### src/rtl/assert_macros.svh
// Assertion helpers shared by the RTL. Simulation builds get the checks;
// synthesis builds see empty bodies.
`ifndef ASSERT_MACROS_SVH
`define ASSERT_MACROS_SVH

`ifndef SYNTHESIS

// Same-cycle implication, disabled while reset is high.
`define ASSERT_IMPL(label, clk, rst, ante, cons) \
  label: assert property (@(posedge clk) disable iff (rst) (ante) |-> (cons)) \
    else $error("assertion failed");

// Next-cycle implication, disabled while reset is high.
`define ASSERT_NEXT(label, clk, rst, ante, cons) \
  label: assert property (@(posedge clk) disable iff (rst) (ante) |=> (cons)) \
    else $error("assertion failed");

`else

`define ASSERT_IMPL(label, clk, rst, ante, cons)
`define ASSERT_NEXT(label, clk, rst, ante, cons)

`endif

`endif

### src/rtl/fatp_pkg.sv
package fatp_pkg;

  // Fixed field widths.
  localparam int OFS_W      = 16;
  localparam int THR_W      = 32;
  localparam int SYM_W      = 5;
  localparam int ALIGN_W    = 13;
  localparam int COPY_W     = 7;
  localparam int OUT_CNT_W  = 32;
  localparam int CFG_IDX_W  = 2;
  localparam int CFG_DATA_W = 13;

  // Byte position width for the co-residence walk: a boundary byte plus up
  // to 127 alignment steps, kept in two's complement so that "minus one"
  // (an empty field at offset zero) never matches a line.
  localparam int POS_W     = 21;
  localparam int LINE_BITS = 6;

  // Request codes.
  localparam logic [1:0] REQ_LOAD   = 2'd0;
  localparam logic [1:0] REQ_ACCESS = 2'd1;
  localparam logic [1:0] REQ_MARKER = 2'd2;
  localparam logic [1:0] REQ_READ   = 2'd3;

  // Result status codes.
  localparam logic [1:0] ST_BELOW  = 2'd0;
  localparam logic [1:0] ST_INSIDE = 2'd1;
  localparam logic [1:0] ST_PAST   = 2'd2;
  localparam logic [1:0] ST_ACK    = 2'd3;

  // Configuration register indexes.
  localparam logic [CFG_IDX_W-1:0] CFG_SYMBOL_COUNT    = 2'd0;
  localparam logic [CFG_IDX_W-1:0] CFG_TYPE_ALIGNMENT  = 2'd1;
  localparam logic [CFG_IDX_W-1:0] CFG_COPIES_PER_LINE = 2'd2;

  typedef struct packed {
    logic [1:0]       req_type;
    logic [3:0]       entry_index;
    logic [3:0]       col_index;
    logic [OFS_W-1:0] field_start;
    logic [OFS_W-1:0] field_length;
    logic [OFS_W-1:0] access_offset;
    logic [THR_W-1:0] thread_id;
  } req_t;

  typedef struct packed {
    logic [1:0]           match_status;
    logic [3:0]           matched_field;
    logic [OUT_CNT_W-1:0] row_hits;
    logic [OUT_CNT_W-1:0] transition_count;
    logic [OUT_CNT_W-1:0] sharing_count;
    logic [OUT_CNT_W-1:0] total_hits;
  } rsp_t;

  // Start of one co-residence walk.
  typedef struct packed {
    logic [POS_W-1:0]   lo;
    logic [POS_W-1:0]   hi;
    logic [ALIGN_W-1:0] step;
    logic [COPY_W-1:0]  copies;
  } share_req_t;

  // Status of the co-residence unit.
  typedef struct packed {
    logic              busy;
    logic              done;
    logic [COPY_W-1:0] count;
  } share_rsp_t;

endpackage

### src/rtl/fatp_share.sv
module fatp_share import fatp_pkg::*; (
  input  logic       clk,
  input  logic       rst,
  input  logic       go,
  input  share_req_t req,
  output share_rsp_t rsp
);

  logic                run;
  logic                done;
  logic [POS_W-1:0]    lo;
  logic [POS_W-1:0]    hi;
  logic [ALIGN_W-1:0]  step;
  logic [COPY_W-1:0]   left;
  logic [COPY_W-1:0]   count;

  // Control: one copy is tested per cycle, then a one-cycle done pulse.
  always_ff @(posedge clk) begin
    if (rst) begin
      run  <= 1'b0;
      done <= 1'b0;
    end else begin
      if (go) begin
        run  <= 1'b1;
        done <= 1'b0;
      end else if (run && left == '0) begin
        run  <= 1'b0;
        done <= 1'b1;
      end else begin
        done <= 1'b0;
      end
    end
  end

  always_ff @(posedge clk) begin
    if (go) begin
      lo    <= req.lo;
      hi    <= req.hi;
      step  <= req.step;
      left  <= req.copies;
      count <= '0;
    end else if (run && left != '0) begin
      if (lo[POS_W-1:LINE_BITS] == hi[POS_W-1:LINE_BITS]) begin
        count <= count + COPY_W'(1);
      end
      lo   <= lo + POS_W'(step);
      hi   <= hi + POS_W'(step);
      left <= left - COPY_W'(1);
    end
  end

  assign rsp.busy  = run | done;
  assign rsp.done  = done;
  assign rsp.count = count;

endmodule

### config.mk
export PLATFORM = sky130hd
export DESIGN_NAME = fatp_share
export DESIGN_NICKNAME = d
export VERILOG_FILES = /design/src/rtl/assert_macros.svh /design/src/rtl/fatp_pkg.sv /design/src/rtl/fatp_share.sv
export SDC_FILE = /design/constraint.sdc
export NUM_CORES = 1
export LEC_CHECK = 0
export ABC_AREA = 1
export BUFFER_PORTS_ARGS = -buffer_cell sky130_fd_sc_hd__buf_2
export CAP_MARGIN = 25
export CELL_PAD_IN_SITES_DETAIL_PLACEMENT = 0
export CELL_PAD_IN_SITES_GLOBAL_PLACEMENT = 2
export CORE_MARGIN = 1
export CORE_UTILIZATION = 33
export DETAILED_ROUTE_END_ITERATION = 16
export HOLD_SLACK_MARGIN = 0.1
export MAX_ROUTING_LAYER = met4
export PLACE_DENSITY_LB_ADDON = 0.1
export SLEW_MARGIN = 30
export SYNTH_ARGS = -nofsm -noshare
export SYNTH_HDL_FRONTEND = slang
export SYNTH_SLANG_ARGS = --single-unit
### constraint.sdc
create_clock -name clk -period 3.5 [get_ports clk]
set_clock_uncertainty 0.15 [all_clocks]
set_input_delay 0.35 -clock clk [delete_from_list [all_inputs] [get_ports clk]]
set_output_delay 0.35 -clock clk [all_outputs]
set_load 0.02 [all_outputs]
==> flow_metrics.py <==
metrics = {
    "yosys": {
        "muxShareOfSynthArea_pct": 0,
        "synthDistinctLibCells": 31,
        "avgSynthCellArea_um2": 7.182,
        "synth.net_count": 830,
        "synthTopCellsByArea": "edfxtp_1 35%, nand2_1 21%, ha_1 6.9%",
        "yosys.area_share.simple_pct": 36.17,
        "synth_area_um2": 5271,
        "syn-instance-count": 734,
        "synth_compound_area_share_pct": 4.723,
        "yosys_warnings": 0,
        "synth_xor_area_share_pct": 5.151,
        "synth_area_leader_cell": "edfxtp_1",
        "synth_top_family_by_area": "simple AND/OR/NAND/NOR gates",
        "synth_edf_count": 62,
        "synth_seq_cells": 71,
        "ys.flop_type": "edfxtp_1",
        "synth_fa_ha_area_share_pct": 7.643,
        "yosysTopAreaCellShare_pct": 35.32,
        "synth-async-reset-ratio_pct": 0,
        "ys_seq_area_share_pct": 38.74,
    },
    "clock_network": {
        "clk_path_buf_depth": 2,
        "cts_htree_levels": 3,
        "cts-resized-gates": 0,
        "cts_sinks": 71,
        "post_cts_buffers": 0,
        "clock-root-buffer": "clkbuf_16",
        "cts_buffers": 9,
        "clk_pin_slew_ns": 0.06,
        "cts_hold_buf": 14,
        "insertion_delay_ns": 0.36,
        "cts_tree": "done",
    },
    "drt": {
        "via_per_inst": 4.609,
        "vias": 4775,
        "drt_pass1_iterations": 6,
        "ant_nets": 0,
        "routedWlPerCell_um": 14.27,
        "post-route-drc-count": 0,
        "totalWireLength_mm": 14.79,
        "drt-initial-drc-count": 289,
    },
    "pwr": {
        "power.density_nw_per_um2": 519.7,
        "ir_drop_v": 0.0002337,
        "p_leak_nw": 3.070,
    },
    "layout": {
        "area_delta_synth_final_pct": 19.82,
        "mostFrequentLayoutCells": "292 x nand2_1, 83 x inv_1, 73 x buf_2",
        "register_area_um2": 2042,
        "layout_commonest_cell": "nand2_1",
        "drive_gt1_share_pct": 12.61,
        "n_fill_cell": 1619,
        "multi_input_comb_area_um2": 2833,
        "fin_nets": 916,
        "antenna_cells": 0,
        "instances_no_fill": 1036,
    },
    "floorplan": {
        "rows": 45,
        "die_h_um": 128.4,
        "start_util_pct": 34.29,
        "fp.dieArea_um2": 16480,
        "fp.dieW_um": 128.4,
        "io_pins": 74,
        "core_area_um2": 15370,
    },
    "setup_path": {
        "end_kind": "register",
        "arrival_ns": 2.32,
        "cpMostUsedCell": "nand2_1",
        "crit_path_max_fanout": 4,
        "critical_path.max_stage_delay_ns": 0.43,
        "critPathLaunch": "step[0]",
        "cp_slowest_cell": "edfxtp_1",
        "critPathKind": "register to register",
        "crit_path_start_kind": "register",
        "crit_chain": "ha_1 > fa_1 > nand2_1 > nand3_1 > nand2_1 > o21ai_0 > or2_2 > nand3_1 > nand2_1",
        "worstPathRequired_ns": 3.46,
        "r2r_start": "step[0]",
    },
    "timing": {
        "worst_pin_slew_ns": 0.8830,
        "fmaxAchievable_mhz": 423.6,
        "rsz0062_at_grt": "no",
        "finalCritPeriodShare_pct": 67.45,
        "hold_viol": 0,
        "slew_viol_final": 0,
        "max_slew_margin_pct": 41.13,
        "finalWorstPathRequiredPeriod_ns": 2.361,
        "fin_setup_tns_ns": 0,
        "setup_viol": 0,
        "setup_slack_ns": 1.139,
    },
    "place": {
        "gp_congestion": 0.8583,
        "post-dp-hpwl_mm": 11.09,
        "post-place-ws_ns": 1.172,
        "dp.cells": 1006,
        "portBuffers": 73,
    },
    "run": {
        "maxCapViolCount": 0,
    },
    "global_route": {
        "grt_start_max_net_pins": 85,
        "gr-usage-all-layers_pct": 20.16,
        "grt_pass1_wl_mm": 24.35,
        "antenna_found_initial": 0,
        "grt_pass1_vias": 4739,
        "grt_overflow": 0,
    },
    "status": {
        "status": "finished, final reports clean",
    },
    "hold_path": {
        "worstHoldStart": "req[41]",
        "min_path_type": "input pin to register",
    },
}
Yosys cell counts (all sizes together) (9+ instances only):
cell and instances:
a21oi 25, dfxtp 9, edfxtp 62, ha 29, inv 85, nand2 293
nand3 59, nand4 16, nor2 57, o21ai 22, xnor2 13, xor2 18
cell families after synthesis:
| logic type | after synthesis |
|---|---|
| xor gates and xnor gates | 31 |
| adders and majority gates | 31 |
| DFF | 71 |
| AOI/OAI and AO/OA | 49 |
| buffers and inverters | 101 |
| and+or+nand+nor | 451 |
metal layers:
metal	vias to the layer above	part of all wire [%]	track usage (%)
met5	-	0	-
met4	0	1.6	7.889
met3	11	3.3	2.204
met2	87	44	30.97
met1	2127	51	27.18
li1	2550	-	-
area by class of cell:
cell class	instances	share of cell area (%)
inverter	86	5.111
multi-input combinational	562	44.85
clock buffer	10	3.625
tap	211	4.180
sequential	71	32.33
clock inverter	6	1.347
timing repair buffer	90	8.558
registers in the layout (all words and copies together) (netlist names):
register  cells
left          7
hi           21
run           1
lo           21
done          1
step         13
count         7
power by group:
part / internal (W) / total (W) / leakage [nW] / switching, W
Sequential: 0.00107 / 0.00119 / 0.700 / 0.000117
Clock: 0.000622 / 0.00103 / 0.148 / 0.000403
Combinational: 0.000403 / 0.00107 / 2.22 / 0.000663
Total: 0.00210 / 0.00328 / 3.07 / 0.00118
worst max-delay path, delay by kind of cell (launching register included):
kind                     cells  cell delay (ns)
AO/OA/AOI/OAI                1             0.11
AND/OR/NAND/NOR              6             0.77
flip-flops                   1             0.43
adder cells (fa/ha/maj)      2             0.67
final timing paths:
check                           endpoint  slack [ns]  cells past startpoint
worst max-delay path               hi[6]        1.14                      9
worst min-delay path               lo[0]        0.11                      3
worst max register to register     hi[6]        1.14                      9
worst min register to register      done        0.32                      2
metrics by stage:
stage	area [um^2]	power [W]	util, %	hold WS (ns)
2_1_floorplan	5271	0.001970	-	0.2691
3_3_place_gp	5862	0.002272	38.14	0.3042
3_5_place_dp	5862	0.002266	38.14	0.3052
4_1_cts	6316	0.003317	41.09	0.1082
5_1_grt	6316	0.003525	41.09	0.1187
6_report	6316	0.003282	41.09	0.1104
(Power assumes the default switching activity.)
