`src/rtl/assert_macros.svh`:
```
// Assertion helpers shared by the RTL. Simulation builds get the checks;
// synthesis builds see empty bodies.
`ifndef ASSERT_MACROS_SVH
`define ASSERT_MACROS_SVH

`ifndef SYNTHESIS

// Same-cycle implication, disabled while reset is high.
`define ASSERT_IMPL(label, clk, rst, ante, cons) \
  label: assert property (@(posedge clk) disable iff (rst) (ante) |-> (cons)) \
    else $error("assertion failed");

// Next-cycle implication, disabled while reset is high.
`define ASSERT_NEXT(label, clk, rst, ante, cons) \
  label: assert property (@(posedge clk) disable iff (rst) (ante) |=> (cons)) \
    else $error("assertion failed");

`else

`define ASSERT_IMPL(label, clk, rst, ante, cons)
`define ASSERT_NEXT(label, clk, rst, ante, cons)

`endif

`endif

```
`src/rtl/fatp_ram.sv`:
```
module fatp_ram #(
  parameter int WIDTH = 32,
  parameter int DEPTH = 16
) (
  input  logic                                   clk,
  input  logic                                   we,
  input  logic [(DEPTH > 1 ? $clog2(DEPTH) : 1)-1:0] waddr,
  input  logic [WIDTH-1:0]                       wdata,
  input  logic [(DEPTH > 1 ? $clog2(DEPTH) : 1)-1:0] raddr,
  output logic [WIDTH-1:0]                       rdata
);

  logic [WIDTH-1:0] mem [DEPTH];

  always_ff @(posedge clk) begin
    if (we) begin
      mem[waddr] <= wdata;
    end
    rdata <= mem[raddr];
  end

endmodule

```
`config.mk`:
```
export PLATFORM = sky130hd
export DESIGN_NAME = fatp_ram
export DESIGN_NICKNAME = d
export VERILOG_FILES = /design/src/rtl/assert_macros.svh /design/src/rtl/fatp_ram.sv
export SDC_FILE = /design/constraint.sdc
export NUM_CORES = 1
export LEC_CHECK = 0
export BUFFER_PORTS_ARGS = -buffer_cell sky130_fd_sc_hd__buf_4
export CAP_MARGIN = 10
export CORE_ASPECT_RATIO = 1.25
export CORE_MARGIN = 3
export CORE_UTILIZATION = 64
export CTS_BUF_LIST = sky130_fd_sc_hd__clkbuf_4
export DETAILED_ROUTE_END_ITERATION = 6
export PLACE_DENSITY = 0.82
export REMOVE_ABC_BUFFERS = 1
export SLEW_MARGIN = 20
export SYNTH_ARGS = -nofsm -noshare
export SYNTH_HDL_FRONTEND = slang
export SYNTH_SLANG_ARGS = --single-unit
export TNS_END_PERCENT = 10
```
`constraint.sdc`:
```
create_clock -name clk -period 5.6 [get_ports clk]
set_clock_uncertainty 0.2 [all_clocks]
set_input_delay 1.68 -clock clk [delete_from_list [all_inputs] [get_ports clk]]
set_output_delay 1.68 -clock clk [all_outputs]
set_load 0.03 [all_outputs]
```
==> summary.md, run 1 <==
| Metric | Value |
|---|---|
| DRC viols | `0` |
| Hold Vio Cnt, Final | `0` |
| Leading area contributor after synthesis | `edfxtp_1` |
| Sequential-to-total area share from yosys stat | `80.7%` |
| Fill cells | `roughly 1,500` |
| Top-area cell type share of the netlist area | `between 70 and 80%` |
| Cell Pwr Density | `about 360 nW/um2` |
| Final Util | `75.2%` |
| Routed Antenna Nets | `0` |
| Worst path cell trace | `buf_4` |
| WL met1 | `14,900 um` |
| Initial core utilization | `around two thirds` |
| Placed instance area | `between 20,000 and 25,000 um2` |
| TritonCTS Buffers | `117` |
| # Max-Cap Violations | `0` |
| Vias per cell | `6.31` |
| Die area | `33,200 um2` |
| Avg Cell Area, Syn | `23.7 um2` |
| Largest family of logic cells by synthesized area | `multiplexers` |
| Mapped cell area | `approximately 20,000 um2` |
| CP Buf/Inv Count | `1` |
| Worst r2r src | `mem[9][11]$_DFFE_PP_` |
| Top sig layer | `met4` |
| Iteration-0 DRC Markers | `1,122` |
| WS Path Type | `reg2out` |
| Slew headroom | `between 20 and 30%` |
| H-tree levels | `3` |
| Via count | `9,583` |
| CP Capture Type | `primary output` |
| Vias in the first global route | `~10,000` |
| IO Port Bufs | `73` |
| Largest net degree at the start of global routing | `49` |
| Min Tclk post-route | `~3.3 ns` |
| Dpl cells | `1,292` |
| Die Y | `203 um` |
| Setup bufs post-CTS | `0` |
| Min-delay src | `mem[14][26]$_DFFE_PP_` |
| Synth Area in Compound Gates | `2.42%` |
| Worst IR Drop VDD | `0.234 mV` |
| Layout cell share with drive strength beyond 1 | `40.2%` |
| Element type at the critical path start | `flip-flop` |
| Ys Warns | `0` |
| # rows | `71` |
| Worst path arrival time | `1.44 ns` |
| Max clock buf depth | `3` |
| Drt pass-1 iters | `6` |
| Mux cell area share after synthesis | `14.5%` |
| # clock sinks | `roughly 540` |
| PostCTS Resize Cnt | `0` |
| CTS root buffer | `clkbuf_4` |
| Worst slew pin tran | `1.06 ns` |
| Period utilization | `59.3%` |
| Die Width | `164 um` |
| Yosys cell types | `18` |
| Met2 wire length | `21,100 um` |
| Critical path origin | `rdata[12]$_DFF_P_` |
| Max Slew Vio Count | `0` |
| Post-Synthesis Cells | `838` |
| CTS tree | `done` |
| Synth area leaders | `edfxtp_1 (77%), mux4_2 (15%), dfxtp_1 (3.2%)` |
| Core Region | `30,300 um2` |
| DP Wirelength | `21,700 um` |
| FMAX | `0.301 GHz` |
| Register bit count reported by yosys | `544` |
| Tot GR Track Use | `25.8%` |
| Fin Setup TNS | `0 ns` |
| Outcome | `completed` |
| Routed length on met3 | `3390 um` |
| Crit-path slowest cell | `dfxtp_1` |
| Worst-path clk slew | `~0.07 ns` |
| Xor and xnor area share after synthesis | `0%` |
| First-pass GRT wire length | `62,000 um` |
| I/O Pins | `74` |
| WP data required | `3.72 ns` |
| Area grow syn2layout | `14.7%` |
| CP peak stage delay | `0.42 ns` |
| Total gr overflow | `0` |
| Worst hold path class | `reg2reg` |
| WL final | `40,700 um` |
| GPL Wtd Cong | `0.723` |
| Final Non-Filler Cells | `between 1,500 and 2,000` |
| Design Area, Final | `22,800 um2` |
| Final Net Count | `1,052` |
| RSZ-0062 raised after global routing | `false` |
| Initial antenna violation count | `2` |
| Worst-path fanout max | `1` |
| Leakage | `7.51 nW` |
| Hold-fix buffers at CTS | `0` |
| Hold Worst Slack | `0.464 ns` |
| Final setup violation count | `0` |
| Simple-gate share of the synthesized area | `1.27%` |
| Clk_lat worst skew | `approximately 0.84 ns` |
| Area share of fa/ha/maj cells after synthesis | `0%` |
| CP delay by family, top | `flip-flops` |
| Routed WL per cell | `26.8 um` |
## sequential cells by signal (all words and copies together) (netlist names)
| signal | count |
|---|---|
| mem | 512 |
| rdata | 32 |
## logic make-up after synthesis
kind of cell,count (synthesis)
AND/OR/NAND/NOR,59
flip-flops,544
multiplexers,128
buffers and inverters,43
AO/OA/AOI/OAI,64
## layout by cell type (no fill, tap or decap), types with 3 or more instances in the layout
cell and instances:
edfxtp_1 512, clkbuf_4 193, mux4_2 128, buf_4 87, a22oi_1 64, nand2_1 33, dfxtp_1 32, clkinv_1 21
nor2_4 13, clkinv_2 5, nor3_2 4, buf_16 4, buf_12 4, diode_2 3, clkinvlp_4 3
## where the power goes
group	total, mW	switching, mW	internal [mW]	leakage [nW]
sequential	4.58	0.0312	4.55	4.89
clock	3.12	1.47	1.65	0.969
combinational	0.471	0.281	0.190	1.65
total	8.17	1.78	6.39	7.51
## cell usage after synthesis
cell type / count
buf_2: 4
buf_4: 11
buf_1: 9
a22oi_1: 64
buf_6: 2
nand3_1: 1
nand2b_1: 2
nor3_1: 4
mux4_2: 128
edfxtp_1: 512
nor2_1: 13
nand3b_1: 2
clkbuf_1: 17
or3b_2: 1
and2_1: 1
nor2b_1: 2
nand2_1: 33
dfxtp_1: 32
## worst paths after layout
check             slack (ns)  cells past startpoint           endpoint
hold / removal          0.46                      3  rdata[26]$_DFF_P_
setup reg to reg        3.96                      3  rdata[11]$_DFF_P_
setup / recovery        2.28                      1          rdata[12]
hold reg to reg         0.46                      3  rdata[26]$_DFF_P_
## per-layer routing
layer | vias to the layer above | global-route usage, %
met5 | - | 0
met4 | 0 | 9.52
met3 | 80 | 6.18
met2 | 496 | 42.3
met1 | 4995 | 34.5
li1 | 4012 | -
## area by class of cell
| class | instances | area [um2] | share of cell area, % |
|---|---|---|---|
| sequential | 544 | 16000 | 70.3 |
| multi-input combinational | 251 | 3750 | 16.5 |
| clock buffer | 193 | 1450 | 6.36 |
| timing repair buffer | 96 | 857 | 3.76 |
| tap | 401 | 502 | 2.20 |
| clock inverter | 31 | 186 | 0.819 |
| antenna | 3 | 7.51 | 0.0330 |
## metrics by stage
step                      power (mW)  setup slack, ns
after floorplan                 4.89            0.540
after global placement          5.11             1.65
after detailed placement        5.14             1.61
after CTS                       8.22             2.26
after global routing            8.45             2.26
final                           8.17             2.28
No activity file was read; power rests on OpenSTA's default activity.
==> inputs of run 2 (changes only) <==
--- a/config.mk
+++ b/config.mk
@@ -5,6 +5,7 @@
 export SDC_FILE = /design/constraint.sdc
 export NUM_CORES = 1
 export LEC_CHECK = 0
+export ABC_AREA = 1
 export BUFFER_PORTS_ARGS = -buffer_cell sky130_fd_sc_hd__buf_4
 export CAP_MARGIN = 10
 export CORE_ASPECT_RATIO = 1.25
==> constraint.sdc (replaced) <==
create_clock -name clk -period 3.4 [get_ports clk]
set_clock_uncertainty 0.2 [all_clocks]
set_input_delay 1.02 -clock clk [delete_from_list [all_inputs] [get_ports clk]]
set_output_delay 1.02 -clock clk [all_outputs]
set_load 0.03 [all_outputs]
==> run 2 against run 1 <==
Compared with the run above:
- sequential cell count is the same
- clock power grew 62%
- clock-buffer cell count shrank 1
- non-clock buffer count grew 19
- final area grew 11%
- highest routed layer unchanged
- critical path type unchanged
- largest power group unchanged
- synthesized cell count grew to 2.5 times the previous value
- synthesized area grew 14%
- first-iteration DRC count grew 56%
- sequential power grew 65%
==> summary.md, run 2 <==
| Metric | Value |
|---|---|
| Cell Pwr Density | `534 nW/um2 (+49%)` |
| DRC viols | `0 (unchanged)` |
| Slew headroom | `53.3% (+24 points)` |
| CTS root buffer | `clkbuf_4` |
| # clock sinks | `544 (unchanged)` |
| Tot GR Track Use | `26.6% (+0.85 points)` |
| Die area | `37,800 um2 (+14%)` |
| Seq pwr share | `55.6% (-0.5 points)` |
| FF/Latch Area | `16,000 um2 (unchanged)` |
| Top Registers | `mem: 512 flops, rdata: 32 flops` |
| Pint | `10.4 mW (+63%)` |
| Clk network pwr share | `37.2% (-1.0 points)` |
| Via count | `15,462 (+61%)` |
| Min Tclk post-route | `between 2 and 3 ns` |
| Post-Synthesis Cells | `2,120 (+150%)` |
| Final setup violation count | `0 (unchanged)` |
| DP Wirelength | `27,100 um (+25%)` |
| Sw Pwr | `3.14 mW (+76%)` |
| Yosys cell types | `15 (-3)` |
| IO Port Bufs | `73 (unchanged)` |
| Hold-fix buffers at CTS | `0 (unchanged)` |
| Leakage | `11.0 nW (+47%)` |
| # Max-Cap Violations | `0 (unchanged)` |
| Synth area leaders | `edfxtp_1 (68%), nand2_1 (11%), nand3_1 (8.5%)` |
| Core Region | `34,700 um2 (+15%)` |
| Vias in the first global route | `15,908 (+54%)` |
| Setup bufs post-CTS | `0 (unchanged)` |
| First-pass GRT wire length | `79,000 um (+28%)` |
| RSZ-0062 raised after global routing | `false` |
| CP Buf/Inv Count | `1 (unchanged)` |
| Cell with the most instances after synthesis | `nand2_1` |
| Hold Vio Cnt, Final | `0 (unchanged)` |
| Register bit count reported by yosys | `544 (unchanged)` |
| Initial core utilization | `65.5% (about the same)` |
| Dpl ws | `0.673 ns (-0.938 ns)` |
| Worst IR Drop VDD | `0.329 mV (+40%)` |
| Max reg flops | `512 (unchanged)` |
| Post-synth EDFFs | `512 (unchanged)` |
| Top-area cell type share of the netlist area | `67.6% (-9.8 points)` |
| WS Path Type | `reg2out` |
| Ys Warns | `0 (unchanged)` |
| Crit-path slowest cell | `dfxtp_1` |
| Initial antenna violation count | `1 (-1)` |
| Clk_lat worst skew | `0.82 ns (-0.02 ns)` |
| Iteration-0 DRC Markers | `1,750 (+56%)` |
| GPL Wtd Cong | `0.784 (+8.4%)` |
| Fill cells | `2,150 (+39%)` |
| CP Capture Type | `primary output` |
| H-tree levels | `3 (unchanged)` |
| Area taken by multi-input logic gates | `4670 um2 (+24%)` |
| Layout cell share with drive strength beyond 1 | `14.2% (-26 points)` |
| Final Net Count | `2,294 (+120%)` |
| Worst path cell trace | `buf_4` |
| Area grow syn2layout | `11.6%` |
| FMAX | `0.381 GHz` |
| Share of flip-flops with an asynchronous set or reset | `0% (unchanged)` |
| Avg Cell Area, Syn | `10.7 um2 (-55%)` |
| Main flop type after synthesis | `edfxtp_1` |
| Final WS setup | `0.778 ns (-1.50 ns)` |
| Commonest non-fill, non-tap cells in the layout | `nand2_1 (677), edfxtp_1 (512), inv_1 (387), nand3_1 (385), clkbuf_4 (192)` |
| Worst path arrival time | `1.40 ns (-0.04 ns)` |
| Routed Antenna Nets | `0 (unchanged)` |
| PostCTS Resize Cnt | `0 (unchanged)` |
| Sw frac | `23.2% (+1.4 points)` |
| # rows | `76 (+7.0%)` |
| Die Width | `175 um (+6.7%)` |
| CTS tree | `done` |
| Sequential-to-total area share from yosys stat | `70.5% (-10 points)` |
| Period utilization | `77.1%` |
| Top cells by count, synth | `nand2_1 (677), edfxtp_1 (512), inv_1 (388)` |
| Worst-path fanout max | `1 (unchanged)` |
| Element type at the critical path start | `flip-flop` |
| TritonCTS Buffers | `120 (+2.6%)` |
| WP data required | `2.18 ns (-1.54 ns)` |
| Max Slew Vio Count | `0 (unchanged)` |
| Drt pass-1 iters | `5 (-1)` |
| Mapped cell area | `22,700 um2 (+14%)` |
| Most common cell after layout, fill and taps aside | `nand2_1` |
| Largest net degree at the start of global routing | `129 (+160%)` |
| Max clock buf depth | `3 (unchanged)` |
| Die Y | `217 um (+6.8%)` |
| Tot Pwr | `13.5 mW (+66%)` |
| Total gr overflow | `0 (unchanged)` |
| CP delay by family, top | `flip-flops` |
| Logic gate share of total power | `7.1% (+1.3 points)` |
| WL final | `49,700 um (+22%)` |
| I/O Pins | `74 (unchanged)` |
| Worst slew pin tran | `0.701 ns (-0.360 ns)` |
| Leading area contributor after synthesis | `edfxtp_1` |
| Worst hold path class | `in2reg` |
| Biggest register | `mem` |
| Vias per cell | `5.48 (-13%)` |
| CP peak stage delay | `0.41 ns (about the same)` |
| Worst-path clk slew | `0.07 ns (about the same)` |
| Routed WL per cell | `17.6 um (-34%)` |
| Outcome | `completed` |
==> run 2: worst paths after layout <==
path	from	end	slack (ns)	cells after the start
hold reg to reg	mem[11][17]$_DFFE_PP_	rdata[17]$_DFF_P_	0.41	6
setup reg to reg	mem[5][26]$_DFFE_PP_	rdata[26]$_DFF_P_	2.12	6
setup / recovery	rdata[3]$_DFF_P_	rdata[3]	0.78	1
hold / removal	wdata[26]	mem[4][26]$_DFFE_PP_	0.29	1
==> run 2: through the flow <==
stage	instance area, um2	setup TNS, ns	instances	hold slack (ns)	util (%)
final	25400	0	2821	0.289	73.1
after global routing	25400	0	2821	0.245	73.1
after CTS	25400	0	2820	0.206	73.1
after detailed placement	23800	0	2598	0.434	68.5
after global placement	23800	0	2598	0.424	68.5
after floorplan	22000	-5.05	2015	0.407	-
==> run 2: layout make-up <==
cell class	instances	share of cell area [%]
sequential	544	63.1
multi-input combinational	1081	18.4
inverter	390	5.80
clock buffer	192	5.68
timing repair buffer	115	4.06
tap	468	2.31
clock inverter	30	0.597
antenna	1	0.00987
==> run 2: metal layers <==
layer  track usage (%)  part of all wire, %  vias up
li1                  -                    -     7180
met1              32.3                   36     7275
met2              45.2                   51      830
met3              5.61                  9.1      177
met4              14.2                  3.9        0
met5                 0                    0        -
==> run 2: cell families after synthesis <==
| family | after synthesis | synth area share (%) |
|---|---|---|
| buffers and inverters | 495 | 9.54 |
| AND/OR/NAND/NOR | 1081 | 20.0 |
| flip-flops | 544 | 70.5 |
==> run 2: power groups by stage <==
stage | clock, mW | sequential (mW) | combinational [mW]
3_5_place_dp | 0 | 7.68 | 0.957
2_1_floorplan | 0 | 7.76 | 0.392
5_1_grt | 5.48 | 7.55 | 1.06
3_3_place_gp | 0 | 7.68 | 0.920
6_report | 5.04 | 7.54 | 0.966
4_1_cts | 5.10 | 7.54 | 0.963
